**src/hw/rtl/pcb_pkg.sv**
```systemverilog
// ----------------------------------------------------------------------------
// pcb_pkg
// Shared types, constants and tables for the polar scan binner.
// ----------------------------------------------------------------------------
package pcb_pkg;

  // field widths
  localparam int COORD_BITS    = 24;
  localparam int RSQ_BITS      = 48;
  localparam int INT_BITS      = 16;
  localparam int ANG_BITS      = 16;
  localparam int BIN_IDX_BITS  = 9;
  localparam int RANGE_BITS    = 24;
  localparam int NUM_BINS_DEF  = 512;
  localparam int CORDIC_STEPS  = 15;
  localparam int CORDIC_BITS   = COORD_BITS + 3;
  localparam int SQRT_STEPS    = RSQ_BITS / 2;
  localparam int QUEUE_DEPTH   = 2;
  localparam int APB_ADDR_BITS = 5;
  localparam int APB_DATA_BITS = 64;

  // request codes
  localparam logic [1:0] REQ_CLEAR = 2'd0;
  localparam logic [1:0] REQ_ADD   = 2'd1;
  localparam logic [1:0] REQ_READ  = 2'd2;

  // register indexes
  localparam logic [1:0] REG_ANGLE_MIN    = 2'd0;
  localparam logic [1:0] REG_ANGLE_MAX    = 2'd1;
  localparam logic [1:0] REG_BIN_WIDTH    = 2'd2;
  localparam logic [1:0] REG_RANGE_MIN_SQ = 2'd3;

  // register reset values
  localparam logic signed [ANG_BITS-1:0] ANGLE_MIN_RST    = -16'sd32586;
  localparam logic signed [ANG_BITS-1:0] ANGLE_MAX_RST    = 16'sd32586;
  localparam logic [ANG_BITS-1:0]        BIN_WIDTH_RST    = 16'd182;
  localparam logic [RSQ_BITS-1:0]        RANGE_MIN_SQ_RST = 48'd10000;

  // empty marker and saturation ceiling of the squared range
  localparam logic [RSQ_BITS-1:0] RSQ_EMPTY = 48'hFFFF_FFFF_FFFF;
  localparam logic [RSQ_BITS-1:0] RSQ_MAX   = 48'hFFFF_FFFF_FFFE;

  typedef struct packed {
    logic [1:0]                   req_type;
    logic signed [COORD_BITS-1:0] x_mm;
    logic signed [COORD_BITS-1:0] y_mm;
    logic                         point_valid;
    logic [INT_BITS-1:0]          intensity;
    logic [BIN_IDX_BITS-1:0]      bin_index;
  } item_t;

  typedef struct packed {
    logic [RANGE_BITS-1:0] bin_range_mm;
    logic [INT_BITS-1:0]   bin_intensity;
    logic                  bin_empty;
  } result_t;

  typedef struct packed {
    logic signed [ANG_BITS-1:0] ang_lo;
    logic signed [ANG_BITS-1:0] ang_hi;
    logic [ANG_BITS-1:0]        bin_width;
    logic [RSQ_BITS-1:0]        range_min_sq;
  } cfg_t;

  // classified job passed from front to back
  typedef struct packed {
    logic [1:0]                   req_type;
    logic signed [COORD_BITS-1:0] x_mm;
    logic signed [COORD_BITS-1:0] y_mm;
    logic [INT_BITS-1:0]          intensity;
    logic [BIN_IDX_BITS-1:0]      bin_index;
    logic [RSQ_BITS-1:0]          rsq;
  } job_t;

  // atan(2^-i) in binary angle units, half turn 32768
  function automatic logic [ANG_BITS-1:0] atan_unit(input logic [3:0] i);
    logic [ANG_BITS-1:0] v;
    case (i)
      4'd0:    v = 16'd8192;
      4'd1:    v = 16'd4836;
      4'd2:    v = 16'd2555;
      4'd3:    v = 16'd1297;
      4'd4:    v = 16'd651;
      4'd5:    v = 16'd326;
      4'd6:    v = 16'd163;
      4'd7:    v = 16'd81;
      4'd8:    v = 16'd41;
      4'd9:    v = 16'd20;
      4'd10:   v = 16'd10;
      4'd11:   v = 16'd5;
      4'd12:   v = 16'd2;
      4'd13:   v = 16'd1;
      4'd14:   v = 16'd1;
      default: v = 16'd0;
    endcase
    return v;
  endfunction

endpackage

```
**src/hw/rtl/pcb_front.sv**
```systemverilog
// ----------------------------------------------------------------------------
// pcb_front
// Accepts requests, squares the point coordinates and drops points that are
// invalid or too near and requests of unknown type; pushes surviving jobs into the queue.
// ----------------------------------------------------------------------------
module pcb_front (
  input  logic                          clk,
  input  logic                          rst,
  input  logic                          take,
  input  pcb_pkg::item_t                item,
  input  logic [pcb_pkg::RSQ_BITS-1:0]  range_min_sq,
  input  logic                          q_full,
  output logic                          front_busy,
  output logic                          push,
  output pcb_pkg::job_t                 push_job
);

  localparam int CB = pcb_pkg::COORD_BITS;
  localparam int SB = 2 * pcb_pkg::COORD_BITS;

  logic           s1_vld;
  pcb_pkg::item_t s1_item;
  logic           s2_vld;
  pcb_pkg::item_t s2_item;
  logic [SB-1:0]  sq_x;
  logic [SB-1:0]  sq_y;
  logic [CB-1:0]  ax;
  logic [CB-1:0]  ay;
  logic [SB:0]    sum;
  logic [pcb_pkg::RSQ_BITS-1:0] rsq;
  logic           keep;
  logic           s1_go;
  logic           s2_go;

  // magnitudes of the coordinates
  always_comb begin
    ax = s1_item.x_mm[CB-1] ? CB'(-s1_item.x_mm) : CB'(s1_item.x_mm);
    ay = s1_item.y_mm[CB-1] ? CB'(-s1_item.y_mm) : CB'(s1_item.y_mm);
  end

  // squared range, saturated below the empty marker, and classification
  always_comb begin
    sum = {1'b0, sq_x} + {1'b0, sq_y};
    rsq = (sum > {1'b0, pcb_pkg::RSQ_MAX}) ? pcb_pkg::RSQ_MAX
                                           : sum[pcb_pkg::RSQ_BITS-1:0];
    case (s2_item.req_type)
      pcb_pkg::REQ_CLEAR: keep = 1'b1;
      pcb_pkg::REQ_READ:  keep = 1'b1;
      pcb_pkg::REQ_ADD:   keep = s2_item.point_valid && (rsq >= range_min_sq);
      default:            keep = 1'b0;
    endcase
  end

  assign s2_go      = s2_vld && !q_full;
  assign s1_go      = s1_vld && (!s2_vld || s2_go);
  assign push       = s2_go && keep;
  assign front_busy = s1_vld;

  always_comb begin
    push_job.req_type  = s2_item.req_type;
    push_job.x_mm      = s2_item.x_mm;
    push_job.y_mm      = s2_item.y_mm;
    push_job.intensity = s2_item.intensity;
    push_job.bin_index = s2_item.bin_index;
    push_job.rsq       = rsq;
  end

  // stage valids
  always_ff @(posedge clk) begin
    if (rst) begin
      s1_vld <= 1'b0;
      s2_vld <= 1'b0;
    end else begin
      s1_vld <= take || (s1_vld && !s1_go);
      s2_vld <= s1_go || (s2_vld && !s2_go);
    end
  end

  // stage payloads
  always_ff @(posedge clk) begin
    if (take) begin
      s1_item <= item;
    end
    if (s1_go) begin
      s2_item <= s1_item;
      sq_x    <= SB'(ax) * SB'(ax);
      sq_y    <= SB'(ay) * SB'(ay);
    end
  end

endmodule

```
**config.mk**
```make
export PLATFORM = sky130hd
export DESIGN_NAME = pcb_front
export DESIGN_NICKNAME = d
export VERILOG_FILES = /design/src/hw/rtl/pcb_pkg.sv /design/src/hw/rtl/pcb_front.sv
export SDC_FILE = /design/constraint.sdc
export NUM_CORES = 2
export LEC_CHECK = 0
export BUFFER_PORTS_ARGS = -buffer_cell sky130_fd_sc_hd__buf_2
export CAP_MARGIN = 25
export CORE_MARGIN = 2
export CORE_UTILIZATION = 41
export CTS_CLUSTER_SIZE = 8
export DETAILED_ROUTE_END_ITERATION = 8
export HOLD_SLACK_MARGIN = 0.15
export PLACE_DENSITY = 0.59
export SLEW_MARGIN = 20
export SYNTH_ARGS = -nofsm -noshare
export SYNTH_HDL_FRONTEND = slang
export SYNTH_SLANG_ARGS = --single-unit
export TNS_END_PERCENT = 50
```
**constraint.sdc**
```tcl
create_clock -name clk -period 31.7 [get_ports clk]
set_input_delay 1.585 -clock clk [delete_from_list [all_inputs] [get_ports clk]]
set_output_delay 1.585 -clock clk [all_outputs]
set_load 0.1 [all_outputs]
```
## Word level (Yosys, flattened, before mapping)

Cells that the tools add are included.

| word-level totals | value |
|---|---|
| register bits | 250 |
| word-level logic and storage cells | 44 |

| operators by class | value |
|---|---|
| muxes and demuxes | 4 |
| add/subtract/negate cells | 3 |
| order comparisons | 2 |
| multiply operators | 2 |
| reductions and logical operators | 15 |
| equal/unequal tests | 2 |

Operators with widths:

| kind | number |
|---|---|
| multiplier 24 x 24 -> 48 bit | 2 |
| adder 48 x 48 -> 49 bit | 1 |
| > comparator 49 x 48 -> 1 bit (second input constant) | 1 |
| greater-or-equal comparator 48 bit | 1 |
| 2-to-1 mux 24 bit | 2 |
| 2-to-1 mux 48 bit | 1 |
| negation 24 bit | 2 |
| logical AND 1 bit | 6 |
| logical NOT 1 bit | 4 |
| logical OR 1 bit | 3 |
| equality test 2 x 1 -> 1 bit (second input constant) | 1 |
| equality test 2 bit (second input constant) | 1 |
| logical NOT 2 bit | 1 |
| one-hot mux 1 bit (2 select lines) | 1 |
| OR reduction 2 bit | 1 |

## Longest topological paths before layout

| depth | value |
|---|---|
| word-level depth | 7 |
| gate-level depth with buffers | 37 |

## Worst setup path after synthesis

Ideal clock, no wire load.

| timing | value |
|---|---|
| kind | input to register |
| start | in q_full |
| end | reg s2_item (netlist bit push_job[100]), enable pin |
| stages | 1 |
| arrival | 13702 ps |
| setup time | 950 ps |
| required time | 30750 ps |
| setup slack | 17047 ps |
| cells stage by stage | a21boi_0 |

| on the way | value |
|---|---|
| longest elaborated chain between the ends | 4 |

Ends and longest elaborated chain:

| what | line | source |
|---|---|---|
| start: declaration | pcb_front.sv:12 | `input logic q_full,` |
| logical NOT 1 bit | pcb_front.sv:54 | `assign s2_go = s2_vld && !q_full;` |
| logical AND 1 bit | pcb_front.sv:54 |  |
| logical OR 1 bit | pcb_front.sv:55 | `assign s1_go = s1_vld && (!s2_vld \|\| s2_go);` |
| logical AND 1 bit | pcb_front.sv:55 |  |
| end signal: assignment | pcb_front.sv:85 | `s2_item <= s1_item;` |
| end: declaration | pcb_front.sv:24 | `pcb_pkg::item_t s2_item;` |

No other way between the ends.
A chain may end at the register's enable or synchronous reset.

## Final worst setup path

| timing | value |
|---|---|
| start | reg s1_item[50] in the netlist's numbering |
| end | reg sq_x[42], data pin |

| on the way | value |
|---|---|
| longest elaborated chain between the ends | 3 |

Ends and longest elaborated chain:

| what | line | source |
|---|---|---|
| start: declaration | pcb_front.sv:22 | `pcb_pkg::item_t s1_item;` |
| start signal: assignment | pcb_front.sv:82 | `s1_item <= item;` |
| negation 24 bit | pcb_front.sv:37 | `ax = s1_item.x_mm[CB-1] ? CB'(-s1_item.x_mm) : CB'(s1_item.x_mm);` |
| 2-to-1 mux 24 bit (*) | pcb_front.sv:37 |  |
| multiplier 24 x 24 -> 48 bit (*) | pcb_front.sv:86 | `sq_x <= SB'(ax) * SB'(ax);` |
| end signal: assignment | pcb_front.sv:86 |  |
| end: declaration | pcb_front.sv:25 | `logic [SB-1:0] sq_x;` |

Mark *: on every way between the ends. The rest lies on a longest branch, timed or not.

==> run summary <==
The run finished with clean final reports. The post-synthesis register bit count was 246. The startpoint identified for the worst hold timing path is s1_item[0]$_DFFE_PP_. The most used flip-flop cell after synthesis is sky130_fd_sc_hd__edfxtp_1. Full die area: 110000 sq um. The buffer type at the clock tree root was sky130_fd_sc_hd__clkbuf_16. The commonest cells after synthesis are 1219 x sky130_fd_sc_hd__inv_1, 846 x sky130_fd_sc_hd__fa_1, 435 x sky130_fd_sc_hd__ha_1. The logs give 39 for the number of buffers created by CTS and 183000 um for the global-route wire length before repair. For this block, the initial DRC count from the detailed router was 1793. The number of global-route vias before repair was 33419.

The average via count per standard cell was 5.00; the number of buffers and inverters on the critical path was 6. In the final layout, the multi-input gates occupy 31200 sq um. The count of buffers inserted at the top-level ports was 252; the flip-flop and latch area was 7370 sq um. In this run the tightest slew margin relative to its limit is 29.3%. The number of placement rows is 120, and the global-route usage over all layers is 21.3%. The routed layout has 30501 vias. The mapped netlist covers 44000 sq um. The tools report the number of max-cap violations as 0. For the register area share after synthesis, the log shows 16.8%.

The standard cell with the maximum stage delay on the critical path is sky130_fd_sc_hd__clkinv_1. The count of nets left with antenna violations once routing finished came out at 0. The worst path uses 35.9% of the clock period.

The clock sink count was 246; the number of enable-type register cells in the synthesized netlist was 244. The post-route netlist has 8.97% of its cells at a drive strength greater than 1. The cell class contributing the biggest share of worst-path delay was adder cells.

The number of placed instances, taps included, is 6045. The final layout contains 6093 nets. The register clock-pin slew on the reported worst setup and hold paths was 0.05 ns; the width of the die was 332 um.

Routability-driven placement finished with a final weighted congestion of 0.909. The top-area cell type share of the netlist area was 38.5%. Class of the tightest hold or removal check: reg2reg.

Worst stage delay on the critical path: 0.81 ns. The initial utilization of the core area, before any placement, comes to 41.2%. The cell with the most instances after synthesis was sky130_fd_sc_hd__inv_1. The startpoint identified for the worst register-to-register timing path is s1_item[50]$_DFFE_PP_. From synthesis to final layout, the design area changed by 8.60%. For the count of mapped cells out of synthesis, the log shows 4477. Summed over all layers, the routed wires come to 113000 um. The number of failing hold endpoints at the final stage was 0; the routed length per placed instance was 18.5 um.

The tools report the placement-stage worst setup slack as 20.50 ns. Unique cell type count in the Yosys netlist: 86. The highest attainable clock frequency is 87.9 MHz. The post-DP HPWL came out at 94500 um.

Summing all placed instances gives a cell area of 46600 sq um. The shortest period the worst path allows was 11.38 ns. The die outline height was 332 um; the final non-filler cell total was 6106. For this run, design rule violations remaining after detail routing come to 0.

Setup repair after global routing left no endpoint under its margin. The number of iterations in the first detailed-routing pass was 6. After synthesis, the share of flip-flops with an asynchronous set or reset is 0%. Final-layout fill cell count: 10297. After synthesis, the mean cell area works out to 9.82 sq um.

By instance count, the cell type seen most on the critical path is sky130_fd_sc_hd__fa_1. In the final timing run, aggregate negative setup slack is 0 ns. The run gives 0.62 ns as the clock latency reported for the late side of the worst-skew pair. Across all setup checks in the final design, the least slack found is 20.32 ns. The clock arrives with 0.0597 ns of skew. The biggest fanout along the worst timing path came out at 18. Counting along the longest clock path gives a buffer depth of 3. For the pin with the worst max-slew slack, the measured transition is 1.03 ns. The number of antenna violations at the first check in global routing is 2.

The critical path launch point is s1_item[50]$_DFFE_PP_. The worst setup slack for register-to-register paths was 20.32 ns. The synthesized design spends more area on one cell type than any other, namely sky130_fd_sc_hd__fa_1. For the placeable core region, the log shows 107000 sq um. For the max-slew violation count, the log shows 0. Summing all non-filler instances in the final layout gives an area of 47800 sq um. Count of buffers added by post-CTS timing repair for setup: 0. STA puts the critical path data required time at 32.02 ns. The worst setup path is captured at a register.

The tools report the arrival time of the worst setup path as 11.69 ns. The number of hold buffers added after CTS was 0. TritonCTS built the clock tree.

The I/O pin count is 253. Path type of the worst setup path: reg2reg. The total overflow left after global routing is 0.

Ranked by total cell area, the synthesized netlist is headed by sky130_fd_sc_hd__fa_1 39%, sky130_fd_sc_hd__edfxtp_1 17%, sky130_fd_sc_hd__ha_1 12%. After clock tree synthesis, the repair step resized 0 gates. The tools report the critical path launch point type as a register. Yosys printed 0 warnings. The tools report the final-report setup violation count as 0. The logs give 73 for the pin count of the biggest net entering global routing and 2 for the number of levels the H-tree was split into.
cell families (layout without fill, tap and decap cells):
family	after synthesis	count (layout)	share of synthesized area, %
mux	2	2	0.0455
simple gates	874	874	8.58
buf+inv	1413	1606	12.8
flops	246	246	16.8
other cells	2	35	0.0171
xor+xnor	180	180	3.68
compound gates	479	479	7.22
fa+ha+maj	1281	1281	50.9
through the flow:
step                      util [%]  hold WS [ns]
after CTS                     44.7         0.364
after global routing          44.7         0.372
final                         44.7         0.385
after detailed placement      43.7         0.405
after global placement        43.7         0.401
after floorplan                  -         0.400
registers in the layout, indices dropped and copies added (netlist names):
| register | flops |
|---|---|
| front_busy | 1 |
| sq_y | 46 |
| push_job | 75 |
| sq_x | 46 |
| s1_item | 76 |
| s2_item | 1 |
| s2_vld | 1 |
placed cells by master, fill, tap and decap left out, drive strengths merged, types with 9 or more instances in the layout:
| master | instances |
|---|---|
| xnor2 | 102 |
| nand2 | 418 |
| buf | 310 |
| nor2 | 287 |
| o21ai | 86 |
| o211ai | 9 |
| or3 | 10 |
| a31oi | 13 |
| o21bai | 19 |
| ha | 435 |
| fa | 846 |
| or2 | 11 |
| clkinv | 9 |
| nor2b | 12 |
| nand4 | 26 |
| conb | 34 |
| and3 | 9 |
| nand2b | 18 |
| a21o | 101 |
| nand3 | 16 |
| clkbuf | 49 |
| o41ai | 12 |
| and2 | 18 |
| a21oi | 133 |
| edfxtp | 244 |
| a211oi | 16 |
| o21a | 24 |
| inv | 1236 |
| nor3 | 21 |
| o31ai | 16 |
| xor2 | 78 |
worst reg2reg max path, delay by kind of cell (launching register included):
kind                     cells  cell delay [ns]
buffers and inverters        6             1.63
AND/OR/NAND/NOR              5             1.47
AO/OA/AOI/OAI                8             2.71
XOR/XNOR                     2             0.64
adder cells (fa/ha/maj)      9             4.07
flip-flops                   1             0.60
per-layer routing:
| layer | vias to the layer above | global-route usage [%] | share of wire [%] |
|---|---|---|---|
| met3 | 158 | 4.22 | 7.4 |
| met2 | 938 | 35.2 | 47 |
| met4 | 2 | 5.59 | 2.6 |
| li1 | 13997 | - | - |
| met5 | - | 0 | 0.0098 |
| met1 | 15406 | 28.7 | 43 |
layout make-up:
type | instances | share of cell area, %
multi-input cells | 2850 | 65.3
flip-flops and latches | 246 | 15.4
inverters | 1237 | 9.72
well taps | 1403 | 3.68
repair buffers | 310 | 3.55
clock buffers | 49 | 2.12
clock inverters | 10 | 0.189
diodes | 1 | 0.00524
final timing paths:
check                      endpoint  cells past startpoint
max reg2reg      sq_x[42]$_DFFE_PP_                     30
min reg2reg  push_job[48]$_DFFE_PP_                      0
min          push_job[48]$_DFFE_PP_                      0
max              sq_x[42]$_DFFE_PP_                     30
Power is not shown: default switching activity piles up to over one toggle a cycle in this logic, so the estimate is an artifact.
