===== config.mk =====
export PLATFORM = sky130hd
export DESIGN_NAME = pcb_queue
export DESIGN_NICKNAME = d
export VERILOG_FILES = /design/src/hw/rtl/pcb_pkg.sv /design/src/hw/rtl/pcb_queue.sv
export SDC_FILE = /design/constraint.sdc
export NUM_CORES = 1
export LEC_CHECK = 0
export BUFFER_PORTS_ARGS = -buffer_cell sky130_fd_sc_hd__buf_4
export CAP_MARGIN = 20
export CORE_UTILIZATION = 56
export CTS_CLUSTER_SIZE = 10
export DETAILED_ROUTE_END_ITERATION = 16
export PLACE_DENSITY = 0.84
export RECOVER_POWER = 25
export SKIP_CTS_REPAIR_TIMING = 1
export SLEW_MARGIN = 20
export SYNTH_ARGS = -nofsm -noshare
export SYNTH_HDL_FRONTEND = slang
export SYNTH_SLANG_ARGS = --single-unit
export TNS_END_PERCENT = 20

===== constraint.sdc =====
create_clock -name clk -period 15.2 [get_ports clk]
set_clock_uncertainty 0.1 [all_clocks]
set_input_delay 0 -clock clk [delete_from_list [all_inputs] [get_ports clk]]
set_output_delay 0 -clock clk [all_outputs]
set_load 0.1 [all_outputs]

===== src/hw/rtl/pcb_pkg.sv =====
// ----------------------------------------------------------------------------
// pcb_pkg
// Shared types, constants and tables for the polar scan binner.
// ----------------------------------------------------------------------------
package pcb_pkg;

  // field widths
  localparam int COORD_BITS    = 24;
  localparam int RSQ_BITS      = 48;
  localparam int INT_BITS      = 16;
  localparam int ANG_BITS      = 16;
  localparam int BIN_IDX_BITS  = 9;
  localparam int RANGE_BITS    = 24;
  localparam int NUM_BINS_DEF  = 512;
  localparam int CORDIC_STEPS  = 15;
  localparam int CORDIC_BITS   = COORD_BITS + 3;
  localparam int SQRT_STEPS    = RSQ_BITS / 2;
  localparam int QUEUE_DEPTH   = 2;
  localparam int APB_ADDR_BITS = 5;
  localparam int APB_DATA_BITS = 64;

  // request codes
  localparam logic [1:0] REQ_CLEAR = 2'd0;
  localparam logic [1:0] REQ_ADD   = 2'd1;
  localparam logic [1:0] REQ_READ  = 2'd2;

  // register indexes
  localparam logic [1:0] REG_ANGLE_MIN    = 2'd0;
  localparam logic [1:0] REG_ANGLE_MAX    = 2'd1;
  localparam logic [1:0] REG_BIN_WIDTH    = 2'd2;
  localparam logic [1:0] REG_RANGE_MIN_SQ = 2'd3;

  // register reset values
  localparam logic signed [ANG_BITS-1:0] ANGLE_MIN_RST    = -16'sd32586;
  localparam logic signed [ANG_BITS-1:0] ANGLE_MAX_RST    = 16'sd32586;
  localparam logic [ANG_BITS-1:0]        BIN_WIDTH_RST    = 16'd182;
  localparam logic [RSQ_BITS-1:0]        RANGE_MIN_SQ_RST = 48'd10000;

  // empty marker and saturation ceiling of the squared range
  localparam logic [RSQ_BITS-1:0] RSQ_EMPTY = 48'hFFFF_FFFF_FFFF;
  localparam logic [RSQ_BITS-1:0] RSQ_MAX   = 48'hFFFF_FFFF_FFFE;

  typedef struct packed {
    logic [1:0]                   req_type;
    logic signed [COORD_BITS-1:0] x_mm;
    logic signed [COORD_BITS-1:0] y_mm;
    logic                         point_valid;
    logic [INT_BITS-1:0]          intensity;
    logic [BIN_IDX_BITS-1:0]      bin_index;
  } item_t;

  typedef struct packed {
    logic [RANGE_BITS-1:0] bin_range_mm;
    logic [INT_BITS-1:0]   bin_intensity;
    logic                  bin_empty;
  } result_t;

  typedef struct packed {
    logic signed [ANG_BITS-1:0] ang_lo;
    logic signed [ANG_BITS-1:0] ang_hi;
    logic [ANG_BITS-1:0]        bin_width;
    logic [RSQ_BITS-1:0]        range_min_sq;
  } cfg_t;

  // classified job passed from front to back
  typedef struct packed {
    logic [1:0]                   req_type;
    logic signed [COORD_BITS-1:0] x_mm;
    logic signed [COORD_BITS-1:0] y_mm;
    logic [INT_BITS-1:0]          intensity;
    logic [BIN_IDX_BITS-1:0]      bin_index;
    logic [RSQ_BITS-1:0]          rsq;
  } job_t;

  // atan(2^-i) in binary angle units, half turn 32768
  function automatic logic [ANG_BITS-1:0] atan_unit(input logic [3:0] i);
    logic [ANG_BITS-1:0] v;
    case (i)
      4'd0:    v = 16'd8192;
      4'd1:    v = 16'd4836;
      4'd2:    v = 16'd2555;
      4'd3:    v = 16'd1297;
      4'd4:    v = 16'd651;
      4'd5:    v = 16'd326;
      4'd6:    v = 16'd163;
      4'd7:    v = 16'd81;
      4'd8:    v = 16'd41;
      4'd9:    v = 16'd20;
      4'd10:   v = 16'd10;
      4'd11:   v = 16'd5;
      4'd12:   v = 16'd2;
      4'd13:   v = 16'd1;
      4'd14:   v = 16'd1;
      default: v = 16'd0;
    endcase
    return v;
  endfunction

endpackage


===== src/hw/rtl/pcb_queue.sv =====
// ----------------------------------------------------------------------------
// pcb_queue
// Short job queue between the front and back parts.
// ----------------------------------------------------------------------------
module pcb_queue (
  input  logic          clk,
  input  logic          rst,
  input  logic          push,
  input  pcb_pkg::job_t push_job,
  input  logic          pop,
  output logic          q_full,
  output logic          q_vld,
  output pcb_pkg::job_t q_job
);

  localparam int D  = pcb_pkg::QUEUE_DEPTH;
  localparam int PW = (D > 1) ? $clog2(D) : 1;
  localparam int CW = $clog2(D + 1);

  pcb_pkg::job_t   slots [D];
  logic [PW-1:0]   wr_ptr;
  logic [PW-1:0]   rd_ptr;
  logic [CW-1:0]   count;

  assign q_full = (count == CW'(D));
  assign q_vld  = (count != '0);
  assign q_job  = slots[rd_ptr];

  // pointers and fill level
  always_ff @(posedge clk) begin
    if (rst) begin
      wr_ptr <= '0;
      rd_ptr <= '0;
      count  <= '0;
    end else begin
      if (push) begin
        wr_ptr <= (wr_ptr == PW'(D - 1)) ? '0 : wr_ptr + 1'b1;
      end
      if (pop) begin
        rd_ptr <= (rd_ptr == PW'(D - 1)) ? '0 : rd_ptr + 1'b1;
      end
      if (push && !pop) begin
        count <= count + 1'b1;
      end else if (pop && !push) begin
        count <= count - 1'b1;
      end
    end
  end

  // hold the job
  always_ff @(posedge clk) begin
    if (push) begin
      slots[wr_ptr] <= push_job;
    end
  end

endmodule


# --- Word-level counts from Yosys, hierarchy flattened ---
# Memory sizes are Yosys's and may differ from the RTL's. A register that Yosys moved wholly into a read port is not among the register bits.
# Cells that the tools add are included.
word_totals:
  reg_bits: 4
  latch_bits: 0
  ram_bits: 246
  mem_bits_ro: 0
  input_bits: 127
  out_inout_bits: 125
  word_cells: 23
  mem_count: 1
mem_list:
  columns: ["name", "words", "word_bits", "read_ports", "rd_ports_with_merged_regs", "wr", "line", "text"]
  rows:
  - ["slots", 2, 123, 1, 1, 1, "pcb_queue.sv:20", "pcb_pkg::job_t slots [D];"]
op_classes:
  add_sub_neg: 4
  mul: 0
  n_div: 0
  magnitude_cmp: 0
  n_eq_ne: 1
  n_shift: 0
  n_mux: 8
  bitwise: 0
  n_reduce_logical: 6
ops:
  columns: ["cell", "n"]
  rows:
  - ["two-way mux 1 bit", 6]
  - ["two-way mux 2 bit", 2]
  - ["nonzero test 2 bit", 2]
  - ["adder 1 bit, second input constant", 2]
  - ["adder 2 x 1 -> 2 bit, second input constant", 1]
  - ["== test 2 bit, second input constant", 1]
  - ["logical AND 1 bit", 2]
  - ["logical NOT 1 bit", 2]
  - ["subtractor 2 x 1 -> 2 bit, second input constant", 1]

# --- Depth between registers and ports, before layout ---
# Gate-level depths: netlist (run 1).
depth:
  depth_word: 4
  ltp_mapped: 5
  depth_no_buf: 5

# --- Worst setup path after synthesis (run 1) ---
# Ideal clock, no wire load.
synth_timing:
  path_type: "reg2reg"
  start: "register wr_ptr"
  end: "memory slots[0][0] (netlist name), enable pin"
  setup_ns: 0.621
  t_arrival_ns: 5.765
  required_time_ns: 14.479
  slack_ns: 8.713
  stages_incl_launch_ff: 2
  n_path_buf: 0
  synth_period_minus_slack_ns: 6.487
  cell_sequence: "dfxtp_1 -> nor2b_1"
synth_lines:
  columns: ["item", "line", "text"]
  rows:
  - ["start: declaration", "pcb_queue.sv:21", "logic [PW-1:0] wr_ptr;"]
  - ["start signal: assignment", "pcb_queue.sv:37", "wr_ptr <= (wr_ptr == PW'(D - 1)) ? '0 : wr_ptr + 1'b1;"]
  - ["end: declaration", "pcb_queue.sv:20", null]
# Straight into the memory's write port.

==> results of run 1 <==
==> through the flow <==
stage / power (mW) / cell area (um2) / hold WS [ps] / setup WS, ps
floorplan: 1.21 / 9370 / -30.9 / 8710
global placement: 1.29 / 11400 / 84.7 / 12340
detailed placement: 1.30 / 11400 / 88.0 / 12260
CTS: 1.88 / 12200 / -456 / 11730
global route: 1.97 / 13400 / 111 / 11630
finish: 1.91 / 13400 / 115 / 11740
==> metal layers <==
layer	vias to the layer above	part of all wire (%)	routed length (um)	track usage, %
li1	2397	-	-	-
met1	2683	38	8430	25.4
met2	253	54	12200	36.8
met3	26	6.9	1550	6.21
met4	0	1.4	303	6.01
met5	-	0	0	0
==> area by class of cell <==
cell class / count / area [um2] / area share, %
inverters: 1 / 3.75 / 0.0279
repair buffers: 383 / 3120 / 23.2
clock inverters: 1 / 8.76 / 0.0652
diodes: 2 / 5.00 / 0.0373
clock buffers: 41 / 771 / 5.74
well taps: 216 / 270 / 2.01
multi-input cells: 139 / 1760 / 13.1
flip-flops and latches: 251 / 7490 / 55.8
==> flip-flops by register name (all words and copies together), names as in the netlist, named ones only <==
register / count
slots: 246
wr_ptr: 1
rd_ptr: 1
count: 2
==> synth_stat cells, drive strengths merged <==
| cell | n | area, um2 |
|---|---|---|
| nor2b | 2 | 12.5 |
| ha | 1 | 12.5 |
| mux2 | 123 | 1650 |
| buf | 14 | 130 |
| or3 | 1 | 6.26 |
| edfxtp | 246 | 7390 |
| a21oi | 1 | 5.00 |
| or2 | 1 | 6.26 |
| and2 | 1 | 6.26 |
| nor2 | 4 | 15.0 |
| xnor2 | 2 | 17.5 |
| inv | 1 | 3.75 |
| xor2 | 2 | 17.5 |
| dfxtp | 5 | 100 |
| o21ai | 1 | 5.00 |
==> final timing paths <==
check / from / to / slack, ps / cells after the start
worst max-delay path: flop / q_job[107] / 11740 / 4
worst min-delay path: push_job[85] / slots[0][85]$_DFFE_PP_ / 120 / 2
worst max register to register: wr_ptr$_SDFFE_PP0P_ / slots[1][86]$_DFFE_PP_ / 12710 / 2
worst min register to register: rd_ptr$_SDFFE_PP0P_ / rd_ptr$_SDFFE_PP0P_ / 440 / 2
==> cells by family after synthesis <==
kind of cell	synth area share (%)
simple gates	0.494
fa+ha+maj	0.133
compound gates	0.107
xor+xnor	0.374
mux	17.6
flops	79.9
buf+inv	1.43
==> power by group <==
group | switching [mW] | internal [mW] | total (mW)
sequential | 0.0174 | 0.809 | 0.827
combinational | 0.356 | 0.137 | 0.493
clock | 0.246 | 0.346 | 0.592
total | 0.619 | 1.29 | 1.91
==> results.toml, run 1 <==
[run_status]
status = "finished clean"

[critical_path]
critPathLaunchType = "flop"
path_common_cell = "buf_4"
crit_family = "buffers and inverters"
critPathKind = "flop to output pin"
end_kind = "output pin"
max_stage_delay_ps = 770
crit_required_ps = 15100
cp_data_arrival_time_ps = 3360
path_max_fanout = 53
worst_path_max_delay_cell = "buf_4"
path_buf_inv = 3
critical_path.cell_chain = "buf_4 > buf_4 > mux2_2 > buf_4"

[clocking]
h-tree-depth = 1
clk_latency_ps = 510
clk_pin_slew_ps = 50
cts_root_buf = "clkbuf_16"
tritoncts = "done"
cts_buffers = 29
clockBufferDepth = 3
numClockSinks = 251

[placed_design]
place_congestion = 0.785
hpwl_um = 12200
portBuffers = 251
dp_cells = 863

[route]
postRouteAntennaNets = 0
drt_first_pass_iters = 6
vias = 5359
wirelength_um = 22400
wire_per_inst_um = 21.7
drc = 0
drt_iter0_drc = 330
avgViaCountPerCell = 5.18

[sta]
rsz0062_at_grt = "no"
final_hold_viol_count = 0
worstMarginPinSlew_ps = 1050
fmax_ghz = 0.289
finalSetupTns_ps = 0
setup_viol = 0
relSlewSlack_pct = 30.1
period_minus_slack_ps = 3460
post-route-period-util_pct = 22.8
timing.final.max_slew_violations = 0

[synthesis]
synth.distinct_cells = 18
avgSynthCellArea_um2 = 23.1
synth_warnings = 0
synth_fp_nets = 533
syn-instance-count = 405
seq_area_frac_synth_pct = 79.9
synth_area_um2 = 9370
synth-seq-cells = 251

[global_route]
grt_max_degree = 78
globalRouteTotalUtil_pct = 21.1
antenna_found_initial = 2
overflow = 0
grt_pass1_wl_um = 28000
grt_pass1_vias = 5012

[final_layout]
syn2layout_area_growth_pct = 43.3
final_common_cell = "edfxtp_1"
nets = 933
nFillCells = 742
drive_gt1_share_pct = 48.3
utilization_pct = 83.4
final_cells = 1034
mostFrequentLayoutCells = "edfxtp_1, buf_4, dlygate4sd3_1"

[power]
leakage_nw = 5.19
p_per_area_nw_per_um2 = 142
vdd_ir_drop_max_v = 0.000140

[die]
die_x_um = 131
core-area_um2 = 16100
row_count = 46
die_h_um = 131
die_area_um2 = 17300
num_io_pins = 252
start_util_pct = 58.2

[worst_hold_path]
hp-class = "primary input to flop"

[flow_run]
cap_violations = 0
Note: power is estimated with default switching activity, not from simulation.
==> inputs of run 2 (changes only) <==
--- a/config.mk
+++ b/config.mk
@@ -7,10 +7,10 @@
 export LEC_CHECK = 0
 export BUFFER_PORTS_ARGS = -buffer_cell sky130_fd_sc_hd__buf_4
 export CAP_MARGIN = 20
-export CORE_UTILIZATION = 56
+export CORE_UTILIZATION = 47
 export CTS_CLUSTER_SIZE = 10
 export DETAILED_ROUTE_END_ITERATION = 16
-export PLACE_DENSITY = 0.84
+export PLACE_DENSITY = 0.75
 export RECOVER_POWER = 25
 export SKIP_CTS_REPAIR_TIMING = 1
 export SLEW_MARGIN = 20
==> constraint.sdc (replaced) <==
create_clock -name clk -period 2.82 [get_ports clk]
set_clock_uncertainty 0.1 [all_clocks]
set_input_delay 0 -clock clk [delete_from_list [all_inputs] [get_ports clk]]
set_output_delay 0 -clock clk [all_outputs]
set_load 0.1 [all_outputs]
==> run 2 against run 1 <==
  * Die area increased by 19%
  * Critical path depth fell by 1
  * Utilization down 13 points
  * Global-route usage fell by 5.7 points
  * Total power increased to 5.5 times the previous value
  * Routed wire length decreased by 15%
  * First-iteration DRC count down 56%
  * Setup slack worse by 11000 ps
  * Largest cell class unchanged
  * Highest routed layer unchanged
==> results.toml, run 2 (same netlist as run 1, synthesis figures left out) <==
[route]
postRouteAntennaNets = 0
drt_iter0_drc = 144
drc = 0
drt_first_pass_iters = 4
vias = 5166
wirelength_um = 19100
avgViaCountPerCell = 4.72
wire_per_inst_um = 17.5

[critical_path]
crit_required_ps = 2720
cp_data_arrival_time_ps = 2190
critPathKind = "flop to output pin"
end_kind = "output pin"
r2r_slack_ps = 1030
worstReg2RegEnd = "slots[1][73]$_DFFE_PP_"
critPathLaunchType = "flop"
path_max_fanout = 48
ff2ff_path_depth = 2
regToRegStartpoint = "wr_ptr$_SDFFE_PP0P_"

[power]
power.switching_mw = 3.29
vdd_ir_drop_max_v = 0.000584
netSwitchingFraction_pct = 31.4
clkPwrFrac_pct = 32.2
power_frac_comb_pct = 25.4
leakage_nw = 5.29
p_per_area_nw_per_um2 = 764
sequentialPowerShare_pct = 42.4
internal-power_mw = 7.17

[sta]
period_minus_slack_ps = 2290
relSlewSlack_pct = 49.4
post-route-period-util_pct = 81.0
setup_ws_ps = 535
timing.final.max_slew_violations = 0
worstMarginPinSlew_ps = 759
setup_viol = 0
fmax_ghz = 0.438
final_hold_viol_count = 0
rsz0062_at_grt = "no"
hold_ws_ps = 114

[final_layout]
multi_input_area_um2 = 1760
nets = 935
antenna_cells = 0
seqCellArea_um2 = 7490
mostFrequentLayoutCells = "edfxtp_1, buf_4, dlygate4sd3_1"
syn2layout_area_growth_pct = 46.0
largest_reg_flops = 246
final_common_cell = "edfxtp_1"
final_cells = 1094
drive_gt1_share_pct = 49.2
nFillCells = 1222
top_regs = "slots (246), count (2)"
registers.top_by_ff_count = "slots"

[die]
start_util_pct = 48.0
core-area_um2 = 19500
die_h_um = 143
die_area_um2 = 20500
row_count = 51
num_io_pins = 252
die_x_um = 143

[clocking]
h-tree-depth = 1
tritoncts = "done"
numClockSinks = 251
clk_latency_ps = 520
clockBufferDepth = 3
cts_buffers = 29
cts_root_buf = "clkbuf_16"
clk_pin_slew_ps = 50

[worst_hold_path]
min_to = "slots[1][100]$_DFFE_PP_"
hold_depth = 2
hp-start = "push_job[100]"
hp-class = "primary input to flop"

[placed_design]
place_congestion = 0.698
portBuffers = 251
hpwl_um = 11400
dp_cells = 913
dp_slack_ps = 1030

[global_route]
grt_max_degree = 69
grt_pass1_vias = 4876
grt_pass1_wl_um = 24100
antenna_found_initial = 0
overflow = 0
globalRouteTotalUtil_pct = 15.4

[flow_run]
cap_violations = 0

[run_status]
status = "finished clean"
==> run 2: cell types whose count changed in the layout (fill, tap and decap cells not counted) <==
cell,previous run,this run
diode_2,2,0
clkbuf_8,0,2
clkbuf_4,62,72
inv_6,1,0
bufinv_16,0,1
buf_4,175,173
dlygate4sd3_1,127,128
buf_1,0,1
clkbuf_1,31,28
buf_12,0,4
==> run 2: per-stage QoR <==
stage	utilization [%]	instance area (um2)	TNS [ps]	power (mW)
2_1_floorplan	-	9380	-124160	6.48
3_3_place_gp	59.2	11600	0	6.98
3_5_place_dp	59.2	11600	0	7.02
4_1_cts	63.7	12400	0	10.4
5_1_grt	70.1	13700	0	10.8
6_report	70.1	13700	0	10.5
==> run 2: worst max-delay path, cell delays in order (launching register included) <==
cell and delay [ps]:
dfxtp_4 590, buf_12 380, mux2_2 400, buf_4 240
==> run 2: power groups by stage <==
stage          Clock [mW]  Combinational, mW  Sequential [mW]
2_1_floorplan           0               2.00             4.49
3_3_place_gp            0               2.49             4.49
3_5_place_dp            0               2.51             4.51
4_1_cts              3.41               2.52             4.43
5_1_grt              3.59               2.73             4.45
6_report             3.37               2.66             4.43
==> run 2: how the worst max path moves through the flow <==
stage | to | slack (ps) | depth (start not counted)
after global placement | q_job[107] | 1100 | 3
after floorplan | slots[1][0]$_DFFE_PP_ | -1010 | 1
after global routing | q_job[107] | 460 | 3
final | q_job[107] | 530 | 3
after CTS | q_job[107] | 530 | 3
after detailed placement | slots[1][46]$_DFFE_PP_ | 1030 | 2
==> run 2: final cells by class <==
type	count	share of cell area, %
Clock buffer	52	6.08
Clock inverter	1	0.219
Inverter	1	0.0274
Multi-Input combinational cell	139	12.9
Sequential cell	251	54.8
Tap cell	265	2.42
Timing Repair Buffer	385	23.6
==> run 2: metal layers <==
layer	track usage [%]	wire (um)	vias up	part of all wire [%]
li1	-	-	2414	-
met1	17.4	7330	2533	38
met3	5.94	1540	20	8.0
met2	26.9	10000	199	52
met5	0	0	-	0
met4	4.42	222	0	1.2
==> inputs of run 3 (changes only) <==
--- a/config.mk
+++ b/config.mk
@@ -7,10 +7,10 @@
 export LEC_CHECK = 0
 export BUFFER_PORTS_ARGS = -buffer_cell sky130_fd_sc_hd__buf_4
 export CAP_MARGIN = 20
-export CORE_UTILIZATION = 47
+export CORE_UTILIZATION = 52
 export CTS_CLUSTER_SIZE = 10
 export DETAILED_ROUTE_END_ITERATION = 16
-export PLACE_DENSITY = 0.75
+export PLACE_DENSITY = 0.79
 export RECOVER_POWER = 25
 export SKIP_CTS_REPAIR_TIMING = 1
 export SLEW_MARGIN = 20
==> constraint.sdc (replaced) <==
create_clock -name clk -period 2.3 [get_ports clk]
set_clock_uncertainty 0.1 [all_clocks]
set_input_delay 0 -clock clk [delete_from_list [all_inputs] [get_ports clk]]
set_output_delay 0 -clock clk [all_outputs]
set_load 0.1 [all_outputs]
==> run 3 against run 2 <==
  * Global-route usage grew 2.7 points
  * Sequential share of layout area up 0.46 points
  * Die area down 9.5%
  * Sequential power rose by 23%
  * Final cell count decreased by 4.5%
  * Non-clock buffer count rose by 1
  * Critical path type unchanged
==> results.toml, run 3 (same netlist as run 1, synthesis figures left out) <==
[critical_path]
critPathLaunchType = "flop"
critical_path.cell_chain = "buf_12 > mux2_2 > buf_4"
regToRegStartpoint = "wr_ptr$_SDFFE_PP0P_"
r2r_slack_ps = 710
worstReg2RegEnd = "slots[1][91]$_DFFE_PP_"
crit_family = "buffers and inverters"
worst_path_max_delay_cell = "dfxtp_4"
critPathKind = "flop to output pin"
end_kind = "output pin"
max_stage_delay_ps = 480
crit_required_ps = 2200
ff2ff_path_depth = 2
path_buf_inv = 2
path_max_fanout = 48
cp_data_arrival_time_ps = 2030

[global_route]
globalRouteTotalUtil_pct = 18.0
grt_max_degree = 74
grt_pass1_wl_um = 25500
grt_pass1_vias = 4877
antenna_found_initial = 1
overflow = 0

[final_layout]
syn2layout_area_growth_pct = 44.8
top_regs = "slots (246), count (2)"
registers.top_by_ff_count = "slots"
nets = 936
largest_reg_flops = 246
mostFrequentLayoutCells = "edfxtp_1, buf_4, dlygate4sd3_1"
drive_gt1_share_pct = 49.1
final_common_cell = "edfxtp_1"

[clocking]
clk_latency_ps = 510
clockBufferDepth = 3
cts_root_buf = "clkbuf_16"
clk_pin_slew_ps = 60
cts_buffers = 29
numClockSinks = 251
tritoncts = "done"
h-tree-depth = 1

[power]
power_frac_comb_pct = 25.9
netSwitchingFraction_pct = 31.7
leakage_nw = 5.25
p_per_area_nw_per_um2 = 935
sequentialPowerShare_pct = 42.8
power.switching_mw = 4.02
clkPwrFrac_pct = 31.3
internal-power_mw = 8.66
vdd_ir_drop_max_v = 0.000767

[die]
num_io_pins = 252
die_area_um2 = 18600
core-area_um2 = 17500
die_h_um = 136
row_count = 48
die_x_um = 136
start_util_pct = 53.6

[sta]
timing.final.max_slew_violations = 0
relSlewSlack_pct = 52.9
hold_ws_ps = 119
setup_viol = 0
period_minus_slack_ps = 2130
fmax_ghz = 0.469
final_hold_viol_count = 0
finalSetupTns_ps = 0
post-route-period-util_pct = 92.7
worstMarginPinSlew_ps = 706
rsz0062_at_grt = "no"
setup_ws_ps = 169

[route]
drt_iter0_drc = 188
drc = 0
avgViaCountPerCell = 5.05
wirelength_um = 20400
wire_per_inst_um = 19.6
postRouteAntennaNets = 0
drt_first_pass_iters = 4
vias = 5277

[placed_design]
place_congestion = 0.735
portBuffers = 251
hpwl_um = 11500
dp_slack_ps = 717

[worst_hold_path]
hp-start = "push_job[94]"
min_to = "slots[0][94]$_DFFE_PP_"
hold_depth = 2
hp-class = "primary input to flop"

[flow_run]
cap_violations = 0

[run_status]
status = "finished clean"
run 3: worst max path at each step:
stage                             endpoint  slack (ps)  depth (start not counted)
floorplan            slots[0][0]$_DFFE_PP_        -370                          1
global placement                q_job[107]         750                          3
detailed placement  slots[1][55]$_DFFE_PP_         720                          2
CTS                             q_job[107]         160                          3
global route                    q_job[103]         100                          3
finish                          q_job[107]         170                          3
run 3: metrics by stage:
stage	power (mW)	instances	util, %	cell area, um2
after floorplan	7.94	405	-	9380
final	12.7	1045	77.6	13600
after global placement	8.57	874	66.0	11500
after CTS	12.6	916	70.6	12300
after global routing	13.1	1045	77.6	13600
after detailed placement	8.62	874	66.0	11500
run 3: power groups by stage:
stage / clock [mW] / combinational, mW / sequential, mW
5_1_grt: 4.23 / 3.37 / 5.45
4_1_cts: 4.02 / 3.11 / 5.43
3_5_place_dp: 0 / 3.10 / 5.52
2_1_floorplan: 0 / 2.45 / 5.49
6_report: 3.97 / 3.28 / 5.44
3_3_place_gp: 0 / 3.07 / 5.50
run 3: layer usage:
metal	track usage, %	share of wire, %	vias up
li1	-	-	2414
met1	21.5	38	2610
met4	7.35	2.2	0
met3	5.78	7.0	34
met5	0	0	-
met2	30.3	53	219
run 3: cell type report:
type | instances | area (um2)
flip-flops and latches | 251 | 7490
fillers | 923 | 3910
repair buffers | 386 | 3220
multi-input cells | 139 | 1760
clock buffers | 40 | 767
well taps | 225 | 282
clock inverters | 2 | 35.0
inverters | 1 | 3.75
diodes | 1 | 2.50
